<file path="src/rtl/assert_macros.svh">
// ----------------------------------------------------------------------------
// Assertion macros
// Shared concurrent assertion wrappers for the receiver RTL.
// ----------------------------------------------------------------------------
`ifndef ASSERT_MACROS_SVH
`define ASSERT_MACROS_SVH

// Checks prop at every rising clock edge outside of reset.
`define ASSERT_CLK(label, clk, rst, prop, msg) \
   label: assert property (@(posedge clk) disable iff (rst) prop) else $error(msg);

// Checks that ante implies cons in the following cycle, outside of reset.
`define ASSERT_NEXT(label, clk, rst, ante, cons, msg) \
   label: assert property (@(posedge clk) disable iff (rst) (ante) |=> (cons)) \
      else $error(msg);

`endif

</file>
<file path="src/rtl/srr_pkg.sv">
`timescale 1ns / 1ps
// ----------------------------------------------------------------------------
// srr_pkg
// Constants and types shared by the selective repeat receiver modules.
// ----------------------------------------------------------------------------
package srr_pkg;

   localparam int SEQ_SPACE    = 8;
   localparam int SEQ_W        = $clog2(SEQ_SPACE);
   localparam int MAX_WINDOW   = 4;
   localparam int CNT_W        = $clog2(MAX_WINDOW);
   localparam int PAYLOAD_BITS = 32;
   localparam int WIN_W        = 3;

   localparam logic [WIN_W-1:0] WINDOW_RESET = WIN_W'(4);

   localparam int CSR_ADDR_W = 3;
   localparam int CSR_DATA_W = 32;
   localparam logic CSR_IDX_WINDOW = 1'b0;

   localparam logic KIND_ACK     = 1'b0;
   localparam logic KIND_DELIVER = 1'b1;

   localparam int TDATA_W     = 40;
   localparam int TDATA_PAD_W = TDATA_W - SEQ_W - PAYLOAD_BITS;

   typedef struct packed {
      logic                    en;
      logic [SEQ_W-1:0]        addr;
      logic [PAYLOAD_BITS-1:0] data;
   } mem_wr_type;

   typedef struct packed {
      logic                    kind;
      logic [SEQ_W-1:0]        seq;
      logic [PAYLOAD_BITS-1:0] payload;
      logic                    last;
   } rsp_word_type;

endpackage

</file>
<file path="src/rtl/srr_csr.sv">
`timescale 1ns / 1ps
// ----------------------------------------------------------------------------
// srr_csr
// APB register block holding the receive window size.
// ----------------------------------------------------------------------------
module srr_csr import srr_pkg::*; (
   input  logic                  clock,
   input  logic                  reset,
   input  logic                  psel,
   input  logic                  penable,
   input  logic                  pwrite,
   input  logic [CSR_ADDR_W-1:0] paddr,
   input  logic [CSR_DATA_W-1:0] pwdata,
   output logic [CSR_DATA_W-1:0] prdata,
   output logic                  pready,
   output logic [WIN_W-1:0]      win_eff
);

   logic [WIN_W-1:0] win_size_ff;
   logic [WIN_W-1:0] win_size_in;
   logic             sel_window;

   assign pready     = 1'b1;
   assign sel_window = (paddr[CSR_ADDR_W-1] == CSR_IDX_WINDOW);

   always_comb begin
      win_size_in = win_size_ff;
      if (psel && penable && pwrite && pready && sel_window) begin
         win_size_in = pwdata[WIN_W-1:0];
      end
   end

   always_ff @(posedge clock) begin
      if (reset) begin
         win_size_ff <= WINDOW_RESET;
      end else begin
         win_size_ff <= win_size_in;
      end
   end

   assign prdata = sel_window ? CSR_DATA_W'(win_size_ff) : '0;

   // A zero window acts as one; anything above the largest window is clamped.
   always_comb begin
      if (win_size_ff == '0) begin
         win_eff = WIN_W'(1);
      end else if (win_size_ff > WIN_W'(MAX_WINDOW)) begin
         win_eff = WIN_W'(MAX_WINDOW);
      end else begin
         win_eff = win_size_ff;
      end
   end

endmodule

</file>
<file path="src/rtl/srr_slot_mem.sv">
`timescale 1ns / 1ps
// ----------------------------------------------------------------------------
// srr_slot_mem
// Payload slot memory, one write and one registered read per cycle.
// ----------------------------------------------------------------------------
module srr_slot_mem import srr_pkg::*; (
   input  logic                    clock,
   input  mem_wr_type              wr,
   input  logic [SEQ_W-1:0]        rd_addr,
   output logic [PAYLOAD_BITS-1:0] rd_data
);

   logic [PAYLOAD_BITS-1:0] slot_mem_ff [SEQ_SPACE];
   logic [PAYLOAD_BITS-1:0] rd_data_ff;

   always_ff @(posedge clock) begin
      if (wr.en) begin
         slot_mem_ff[wr.addr] <= wr.data;
      end
   end

   // Write-first: a read of the slot being written returns the new payload.
   always_ff @(posedge clock) begin
      if (wr.en && (wr.addr == rd_addr)) begin
         rd_data_ff <= wr.data;
      end else begin
         rd_data_ff <= slot_mem_ff[rd_addr];
      end
   end

   assign rd_data = rd_data_ff;

endmodule

</file>
<file path="src/rtl/srr_seq.sv">
`timescale 1ns / 1ps
// ----------------------------------------------------------------------------
// srr_seq
// Packet sequencer: window check, slot update, in-order delivery walk.
// ----------------------------------------------------------------------------
`include "assert_macros.svh"
module srr_seq import srr_pkg::*; (
   input  logic                    clock,
   input  logic                    reset,
   input  logic                    req_valid,
   output logic                    req_ready,
   input  logic [SEQ_W-1:0]        req_seq,
   input  logic                    req_ok,
   input  logic [PAYLOAD_BITS-1:0] req_payload,
   input  logic [WIN_W-1:0]        win_eff,
   output mem_wr_type              mem_wr,
   output logic [SEQ_W-1:0]        mem_rd_addr,
   input  logic [PAYLOAD_BITS-1:0] mem_rd_data,
   output logic                    rsp_valid,
   input  logic                    rsp_ready,
   output rsp_word_type            rsp_word
);

   typedef enum logic [2:0] {
      S_IDLE = 3'b001,
      S_EVAL = 3'b010,
      S_DLV  = 3'b100
   } state_type;

   state_type               state_ff, state_in;
   logic [SEQ_W-1:0]        seq_ff, seq_in;
   logic                    ok_ff, ok_in;
   logic [PAYLOAD_BITS-1:0] pay_ff, pay_in;
   logic [SEQ_W-1:0]        base_ff, base_in;
   logic [SEQ_SPACE-1:0]    valid_ff, valid_in;
   logic [CNT_W-1:0]        cnt_ff, cnt_in;
   logic                    out_valid_ff, out_valid_in;
   rsp_word_type            out_word_ff, out_word_in;

   logic [SEQ_W-1:0] ahead;
   logic [SEQ_W-1:0] behind;
   logic [SEQ_W-1:0] base_nxt;
   logic             in_win;
   logic             prev_win;
   logic             head_valid;
   logic             dlv_last;
   logic             out_free;
   logic             out_load;

   assign ahead      = seq_ff - base_ff;
   assign behind     = base_ff - seq_ff;
   assign base_nxt   = base_ff + SEQ_W'(1);
   assign in_win     = (ahead < win_eff);
   assign prev_win   = (behind != '0) && (behind <= win_eff);
   assign head_valid = valid_ff[base_ff] || (seq_ff == base_ff);
   assign dlv_last   = (cnt_ff == CNT_W'(MAX_WINDOW - 1)) || !valid_ff[base_nxt];
   assign out_free   = !out_valid_ff || rsp_ready;
   assign req_ready  = (state_ff == S_IDLE);

   always_comb begin
      state_in    = state_ff;
      seq_in      = seq_ff;
      ok_in       = ok_ff;
      pay_in      = pay_ff;
      base_in     = base_ff;
      valid_in    = valid_ff;
      cnt_in      = cnt_ff;
      out_load    = 1'b0;
      out_word_in = out_word_ff;
      mem_wr.en   = 1'b0;
      mem_wr.addr = seq_ff;
      mem_wr.data = pay_ff;
      mem_rd_addr = base_ff;
      unique case (state_ff)
         S_IDLE: begin
            if (req_valid) begin
               seq_in   = req_seq;
               ok_in    = req_ok;
               pay_in   = req_payload;
               state_in = S_EVAL;
            end
         end
         S_EVAL: begin
            if (!ok_ff) begin
               state_in = S_IDLE;
            end else if (in_win) begin
               if (out_free) begin
                  out_load            = 1'b1;
                  out_word_in.kind    = KIND_ACK;
                  out_word_in.seq     = seq_ff;
                  out_word_in.payload = '0;
                  out_word_in.last    = !head_valid;
                  // A duplicate keeps the payload already stored.
                  if (!valid_ff[seq_ff]) begin
                     mem_wr.en        = 1'b1;
                     valid_in[seq_ff] = 1'b1;
                  end
                  cnt_in   = '0;
                  state_in = head_valid ? S_DLV : S_IDLE;
               end
            end else if (prev_win) begin
               if (out_free) begin
                  out_load            = 1'b1;
                  out_word_in.kind    = KIND_ACK;
                  out_word_in.seq     = seq_ff;
                  out_word_in.payload = '0;
                  out_word_in.last    = 1'b1;
                  state_in            = S_IDLE;
               end
            end else begin
               state_in = S_IDLE;
            end
         end
         S_DLV: begin
            if (out_free) begin
               out_load            = 1'b1;
               out_word_in.kind    = KIND_DELIVER;
               out_word_in.seq     = base_ff;
               out_word_in.payload = mem_rd_data;
               out_word_in.last    = dlv_last;
               valid_in[base_ff]   = 1'b0;
               base_in             = base_nxt;
               cnt_in              = cnt_ff + CNT_W'(1);
               // Fetch the next slot now so it is ready in the next cycle.
               mem_rd_addr         = base_nxt;
               if (dlv_last) begin
                  state_in = S_IDLE;
               end
            end
         end
         default: begin
            state_in = S_IDLE;
         end
      endcase
      out_valid_in = out_load || (out_valid_ff && !rsp_ready);
   end

   always_ff @(posedge clock) begin
      if (reset) begin
         state_ff     <= S_IDLE;
         base_ff      <= '0;
         valid_ff     <= '0;
         cnt_ff       <= '0;
         out_valid_ff <= 1'b0;
      end else begin
         state_ff     <= state_in;
         base_ff      <= base_in;
         valid_ff     <= valid_in;
         cnt_ff       <= cnt_in;
         out_valid_ff <= out_valid_in;
      end
   end

   always_ff @(posedge clock) begin
      seq_ff      <= seq_in;
      ok_ff       <= ok_in;
      pay_ff      <= pay_in;
      out_word_ff <= out_word_in;
   end

   assign rsp_valid = out_valid_ff;
   assign rsp_word  = out_word_ff;

   `ASSERT_CLK(a_dlv_head_valid, clock, reset, (state_ff == S_DLV) |-> valid_ff[base_ff], "delivery from an empty slot")
   `ASSERT_CLK(a_wr_empty_slot, clock, reset, mem_wr.en |-> !valid_ff[mem_wr.addr], "overwrite of a stored slot")
   `ASSERT_NEXT(a_base_step, clock, reset, out_load && (out_word_in.kind == KIND_DELIVER), base_ff == $past(base_ff) + SEQ_W'(1), "window base did not advance")
   `ASSERT_NEXT(a_last_idle, clock, reset, out_load && out_word_in.last, state_ff == S_IDLE, "sequencer busy after final word")

endmodule

</file>
<file path="src/rtl/selective_repeat_receiver_top.sv">
`timescale 1ns / 1ps
// An accepted packet word is registered and classified in S_EVAL; its acknowledgement is then
// presented from the output register. The input is not ready again until the packet's in-order
// deliveries (0 to 4) are done, the sequencer walking the slot memory one slot per cycle while
// the output is not stalled. A corrupt packet, or one outside this and the last window, frees
// the input with no result. Reset (synchronous, active high) clears the window base, the slot
// flags and the output register and sets the window size to 4; the payload memory is not cleared.
// ----------------------------------------------------------------------------
// selective_repeat_receiver_top
// Receive side of selective-repeat ARQ with a 3-bit sequence space.
// ----------------------------------------------------------------------------
module selective_repeat_receiver_top import srr_pkg::*; (
   input  logic                  clock,
   input  logic                  reset,
   // Packet input.
   input  logic                  req_tvalid,
   output logic                  req_tready,
   input  logic [TDATA_W-1:0]    req_tdata,   // seq_num [2:0], payload_word [34:3], zero pad
   input  logic                  req_tuser,   // checksum_ok
   // Result output: acknowledgements and in-order deliveries.
   output logic                  rsp_tvalid,
   input  logic                  rsp_tready,
   output logic [TDATA_W-1:0]    rsp_tdata,   // result_seq [2:0], result_payload [34:3], zero pad
   output logic                  rsp_tuser,   // result_kind
   output logic                  rsp_tlast,
   // Configuration port.
   input  logic                  csr_psel,
   input  logic                  csr_penable,
   input  logic                  csr_pwrite,
   input  logic [CSR_ADDR_W-1:0] csr_paddr,
   input  logic [CSR_DATA_W-1:0] csr_pwdata,
   output logic [CSR_DATA_W-1:0] csr_prdata,
   output logic                  csr_pready
);

   // Window size after clamping into the legal range.
   logic [WIN_W-1:0]        win_eff;

   // Slot memory access from the sequencer.
   mem_wr_type              mem_wr;
   logic [SEQ_W-1:0]        mem_rd_addr;
   logic [PAYLOAD_BITS-1:0] mem_rd_data;

   // Registered result word from the sequencer.
   rsp_word_type            rsp_word;

   // The register block holds the window size and answers reads combinationally.
   srr_csr u_csr (
      .clock   (clock),
      .reset   (reset),
      .psel    (csr_psel),
      .penable (csr_penable),
      .pwrite  (csr_pwrite),
      .paddr   (csr_paddr),
      .pwdata  (csr_pwdata),
      .prdata  (csr_prdata),
      .pready  (csr_pready),
      .win_eff (win_eff)
   );

   // Payloads live in the slot memory; the flags that say which slots are
   // occupied are flip-flops in the sequencer, so a never-written slot is
   // never read as a delivery.
   srr_slot_mem u_slot_mem (
      .clock   (clock),
      .wr      (mem_wr),
      .rd_addr (mem_rd_addr),
      .rd_data (mem_rd_data)
   );

   // The sequencer takes one packet, classifies it against the window, stores
   // it and then walks forward from the window base delivering each stored
   // packet in order. Its output register lets the consumer stall freely.
   srr_seq u_seq (
      .clock       (clock),
      .reset       (reset),
      .req_valid   (req_tvalid),
      .req_ready   (req_tready),
      .req_seq     (req_tdata[SEQ_W-1:0]),
      .req_ok      (req_tuser),
      .req_payload (req_tdata[SEQ_W+PAYLOAD_BITS-1:SEQ_W]),
      .win_eff     (win_eff),
      .mem_wr      (mem_wr),
      .mem_rd_addr (mem_rd_addr),
      .mem_rd_data (mem_rd_data),
      .rsp_valid   (rsp_tvalid),
      .rsp_ready   (rsp_tready),
      .rsp_word    (rsp_word)
   );

   // Pack the result word onto the stream bus.
   assign rsp_tdata = {{TDATA_PAD_W{1'b0}}, rsp_word.payload, rsp_word.seq};
   assign rsp_tuser = rsp_word.kind;
   assign rsp_tlast = rsp_word.last;

endmodule

</file>
<file path="config.mk">
export PLATFORM = sky130hd
export DESIGN_NAME = selective_repeat_receiver_top
export DESIGN_NICKNAME = d
export VERILOG_FILES = /design/src/rtl/srr_pkg.sv /design/src/rtl/srr_csr.sv /design/src/rtl/srr_slot_mem.sv /design/src/rtl/srr_seq.sv /design/src/rtl/selective_repeat_receiver_top.sv
export VERILOG_INCLUDE_DIRS = /design/src /design/src/rtl
export SDC_FILE = /design/constraint.sdc
export NUM_CORES = 1
export LEC_CHECK = 0
export BUFFER_PORTS_ARGS = -buffer_cell sky130_fd_sc_hd__buf_2
export CAP_MARGIN = 20
export CORE_MARGIN = 2
export CORE_UTILIZATION = 50
export DETAILED_ROUTE_END_ITERATION = 10
export PLACE_DENSITY_LB_ADDON = 0.15
export SLEW_MARGIN = 40
export SYNTH_ARGS = -nofsm -noshare
export SYNTH_HDL_FRONTEND = slang
export SYNTH_HIERARCHICAL = 1
export SYNTH_SLANG_ARGS = --single-unit
</file>
<file path="constraint.sdc">
create_clock -name clock -period 5.7 [get_ports clock]
set_input_delay 0.285 -clock clock [delete_from_list [all_inputs] [get_ports clock]]
set_output_delay 0.285 -clock clock [all_outputs]
set_load 0.1 [all_outputs]
</file>
; After elaboration in Yosys (flattened, before gate mapping)
; Memories as Yosys holds them, arrays and structs flattened. A register that Yosys moved wholly into a read port is not among the register bits.
; Cells that the tools add are included.
[totals]
ff_bits = 93
ram_bits = 256
out_inout_bits = 77
elab_cells = 125
n_memories = 1
[mem_list]
columns = memory, depth, width, rd, rd_clocked_by_memory_dff, write_ports, line_no
row1 = u_slot_mem.slot_mem_ff, 8, 32, 1, 1, 1, srr_slot_mem.sv:13  ; logic [PAYLOAD_BITS-1:0] slot_mem_ff [SEQ_SPACE];
[classes]
addsub = 4
n_lt_le_gt_ge = 8
n_eq_ne = 17
mux = 55
bitwise_logic = 4
n_reduce_logical = 23
[op_table]
columns = operator, n
row1 = 2-to-1 mux 37 bit, 6
row2 = one-hot mux 37 bit (2 select lines), 1
row3 = 2-to-1 mux 3 bit, 14
row4 = 2-to-1 mux 8 bit, 5
row5 = 2-to-1 mux 1 bit, 16
row6 = one-hot mux 8 bit (2 select lines), 1
row7 = < comparator 3 x 4 -> 1 bit (second input constant), 3
row8 = AND reduction 6 bit, 2
row9 = != test 2 x 1 -> 1 bit (second input constant), 5
row10 = AND reduction 5 bit, 2
row11 = binary-select mux 1 bit (select 3 bit), 3
row12 = one-hot mux 3 bit (3 select lines), 1
row13 = bitwise AND 8 bit, 1
row14 = 2-to-1 mux 2 bit, 4
row15 = != test 4 bit (second input constant), 2
row16 = NOT 8 bit, 1
row17 = OR 8 bit, 1
row18 = logical AND 1 bit, 7
row19 = demux 1 bit (select 3 bit), 2
row20 = >= comparator 3 x 1 -> 1 bit (second input constant), 2
row21 = != test 3 bit (second input constant), 2
row22 = subtractor 3 bit, 2
row23 = zero test 1 bit, 4
row24 = logical OR 1 bit, 4
row25 = other kinds (19), 20

; Logic depth before layout (Yosys ltp)
[logic_depth]
depth_word = 10
depth_mapped = 12

; Modules after synthesis
; The synthesis kept the hierarchy.
[modules_own_cells]
columns = mod, instances, cells_each, area_each_um2, seq_area_each_um2
row1 = srr_slot_mem, 1, 386, 9885.7, 7747.4
row2 = srr_seq, 1, 273, 3759.9, 2532.4
row3 = srr_csr, 1, 53, 416.6, 60.1
row4 = selective_repeat_receiver_top, 1, 6, 41.3, 0.0

; Least setup slack after synthesis
; No wires, ideal clock.
[synth_timing]
path_kind = register to register
start = register u_seq.seq_ff[0]
end = memory u_slot_mem.slot_mem_ff[0][0], enable pin
setup_ns = 0.461
t_arrival_ns = 4.340
required_ns = 5.239
setup_slack_ns = 0.899
path_stages_with_launch = 12
path_buffers = 0
path_cell_list = edfxtp_1 -> inv_1 -> ha_1 -> inv_1 -> fa_1 -> xnor2_1 -> ha_1 -> a21oi_1 -> nand3_1 -> nor2_1 -> nand2b_1 -> nor3_1
[synth_lines]
columns = item, line_no
row1 = "start, declared", srr_seq.sv:31  ; logic [SEQ_W-1:0] seq_ff, seq_in;
row2 = "start signal, assigned", srr_seq.sv:155  ; seq_ff <= seq_in;
row3 = "end, declared", srr_slot_mem.sv:13

==> reports/results.tsv <==
metric	value	unit
status	finished clean	
cell family with most CP delay	simple AND/OR/NAND/NOR gates	
Syn Inst Count	718	
dpl cells	1163	
Die ar.	0.0296	sq mm
GPL Wtd Cong	0.815	
final hold violations	0	
Yosys reg bits	352	
Initial Utilization	0.508	
Max FO, Critical Path	19	
Max Clock Freq	0.244	GHz
Max transition margin	0.490	
DR WL/cell	21.0	microns
Clock Latency Late Sink	0.51	ns
nets@finish	955	
worst path arrival time	4.29	ns
final setup margin	1.60	ns
Max Root-Sink Buffers	3	
Hold WS	0.0406	ns
post-CTS setup repair buffer count	0	
vias in the first global route	6970	
top-area cell type share of the netlist area	0.700	
worst min path class	in2reg	
setup TNS	0	ns
pin count of the biggest net entering global routing	55	
post-place setup slack	1.63	ns
Non-Filler Instances	1264	
ant diodes	0	
Routed WL	26.6	mm
maximum VDD drop	0.000290	V
Max Clock Skew	0.0124	ns
crit-path cells	inv_1 -> ha_1 -> inv_1 -> fa_1 -> xnor2_1 -> ha_1 -> a21oi_1 -> nand3_1 -> nor2_1 -> nand2b_1 -> nor2_4 -> buf_4	
crit path launch type	flop	
Pwr Density	341	mW/mm^2
area of the mapped netlist	0.0141	sq mm
Rows	61	
min Tclk post-route	4.10	ns
DRC viols	0	
Post-synth EDFFs	329	
drt pass-1 iters	7	
ys flop type	edfxtp_1	
initial antenna violation count	0	
CTS H-tree depth	2	
Sink Count	352	
Core ar.	0.0278	sq mm
Seq/Total Area, Yosys	0.733	
Root Driver	clkbuf_16	
Synth area leader	edfxtp_1	
crit path capture type	flop	
Syn. warnings	6	
CP peak stage delay	0.66	ns
post-DP HPWL	14.4	mm
# setup viols final	0	
CTS tree	yes	
unrepaired setup endpoints after global routing	false	
CTS clk-pin slew, worst paths	0.06	ns
area delta synth->final	16.5	%
Lkg Pwr	0.00559	uW
CP Class	reg2reg	
Resized Gates After CTS	0	
Final period util	0.719	
CP Buf/Inv Count	3	
Die Wd	172	microns
PortBufs	88	
gr usage total	0.184	
Max-cap violations	0	
I/O Pins	160	
ys async rst share	0	
top cells by area, synth	edfxtp_1 (70%), mux4_1 (7.5%), mux4_2 (4.5%), dfxtp_1 (3.3%), mux2_2 (2.6%)	
Synth Area per Inst	19.6	sq um
Slowest-stage cell, CP	nor2_4	
Post-DRT Antenna Nets	0	
CTS Buf Count	37	
cts hold-fix bufs	36	
die height	172	microns
layout cells sized above 1	0.257	
Layout Utilization	0.591	
global-route wire length before repair	40.2	mm
via/cell ratio	5.44	
Final Max Slew Viols	0	
global route total overflow	0	
via count	6878	
drt initial violations	468	
Synth cell types	46	
CP required	5.89	ns
Worst-Margin Slew	0.763	ns
final cells by class:
cell class                      count  area (sq um)
Clock buffer                       44           995
Inverter                           14          55.1
Multi-Input combinational cell    319          3440
Timing Repair Buffer              136           891
Sequential cell                   352         10300
Tap cell                          378           473
Fill cell                        2072         11400
Clock inverter                     21           228
cells in the mapped netlist (all sizes together) (2+ instances only):
library cell and instances:
dfxtp 23, a31oi 2, nand3b 3, clkbuf 10, nand2b 8, or4 2
and2 37, nand2 20, nor3b 3, o32ai 3, nor3 7, inv 14
or3b 2, buf 55, mux2i 8, mux2 32, o311ai 4, a21oi 6
nor4 2, conb 3, o21ai 13, ha 10, nor2 18, xnor2 5
fa 2, nor2b 4, mux4 68, nand3 14, and2b 2, edfxtp 329
kinds of logic (layout without fill, tap and decap cells):
| family | Yosys count | count (layout) | synth area share |
|---|---|---|---|
| AND/OR/NAND/NOR | 127 | 127 | 0.0499 |
| multiplexers | 108 | 108 | 0.150 |
| adder cells (fa/ha/maj) | 12 | 12 | 0.0117 |
| flip-flops | 352 | 352 | 0.733 |
| AO/OA/AOI/OAI | 31 | 31 | 0.0142 |
| XOR/XNOR | 6 | 6 | 0.00426 |
| other | 3 | 35 | 0.000798 |
| buffers and inverters | 79 | 215 | 0.0356 |
registers in the layout (all words and copies together) (netlist names), named ones only:
register	count
u_csr/win_size_ff	3
u_seq/base_ff	3
u_seq/cnt_ff	2
u_seq/ok_ff	1
u_seq/pay_ff	32
u_seq/rsp_valid	1
u_seq/rsp_word	37
u_seq/seq_ff	3
u_seq/state_ff	3
u_seq/valid_ff	8
u_slot_mem/slot_mem_ff	256
placed cells by master (no fill, tap or decap), types with 10 or more instances in the layout:
cell type,netlist,routed
and2_1,37,35
buf_2,8,88
buf_4,36,12
clkbuf_16,0,39
clkinv_1,0,11
conb_1,3,35
dfxtp_1,23,20
dlygate4sd3_1,0,36
edfxtp_1,329,329
ha_1,10,10
inv_1,12,12
mux2_2,32,32
mux4_1,40,40
mux4_2,28,28
nand2_1,20,20
nand3_1,14,14
nor2_1,18,12
stage by stage:
stage	instance area [sq um]	total power (uW)
3_5_place_dp	14800	3230
3_3_place_gp	14800	3220
5_1_grt	16400	5780
6_report	16400	5600
4_1_cts	16400	5660
2_1_floorplan	14200	3180
tightest hold or removal path: cells and delay by family:
| kind | cells | cell delay (ns) |
|---|---|---|
| buffers and inverters | 1 | 0.10 |
| and+or+nand+nor | 1 | 0.06 |
| muxes | 1 | 0.06 |
routing by layer:
layer	GRT usage	vias to the layer above	wire length [microns]
li1	-	3087	-
met1	0.255	3535	11600
met2	0.309	212	13200
met3	0.0293	44	1250
met4	0.0490	0	466
met5	0	-	0
power breakdown:
part	leakage, uW	switching [uW]	total (uW)	internal [uW]
Combinational	0.00178	202	258	56.9
Clock	0.000583	932	2400	1470
Sequential	0.00323	51.0	2940	2890
final timing paths:
kind | start | slack, ns | end | depth (start not counted)
setup / recovery | u_seq/seq_ff[0]$_DFFE_PP_ | 1.60 | u_slot_mem/slot_mem_ff[3][7]$_DFFE_PP_ | 12
hold reg to reg | u_seq/cnt_ff[1]$_SDFFE_PP0P_ | 0.47 | u_seq/cnt_ff[1]$_SDFFE_PP0P_ | 2
hold / removal | csr_pwdata[1] | 0.04 | u_csr/win_size_ff[1]$_SDFFE_PP0P_ | 3
setup reg to reg | u_seq/seq_ff[0]$_DFFE_PP_ | 1.60 | u_slot_mem/slot_mem_ff[3][7]$_DFFE_PP_ | 12
No activity file was read; power rests on OpenSTA's default activity.
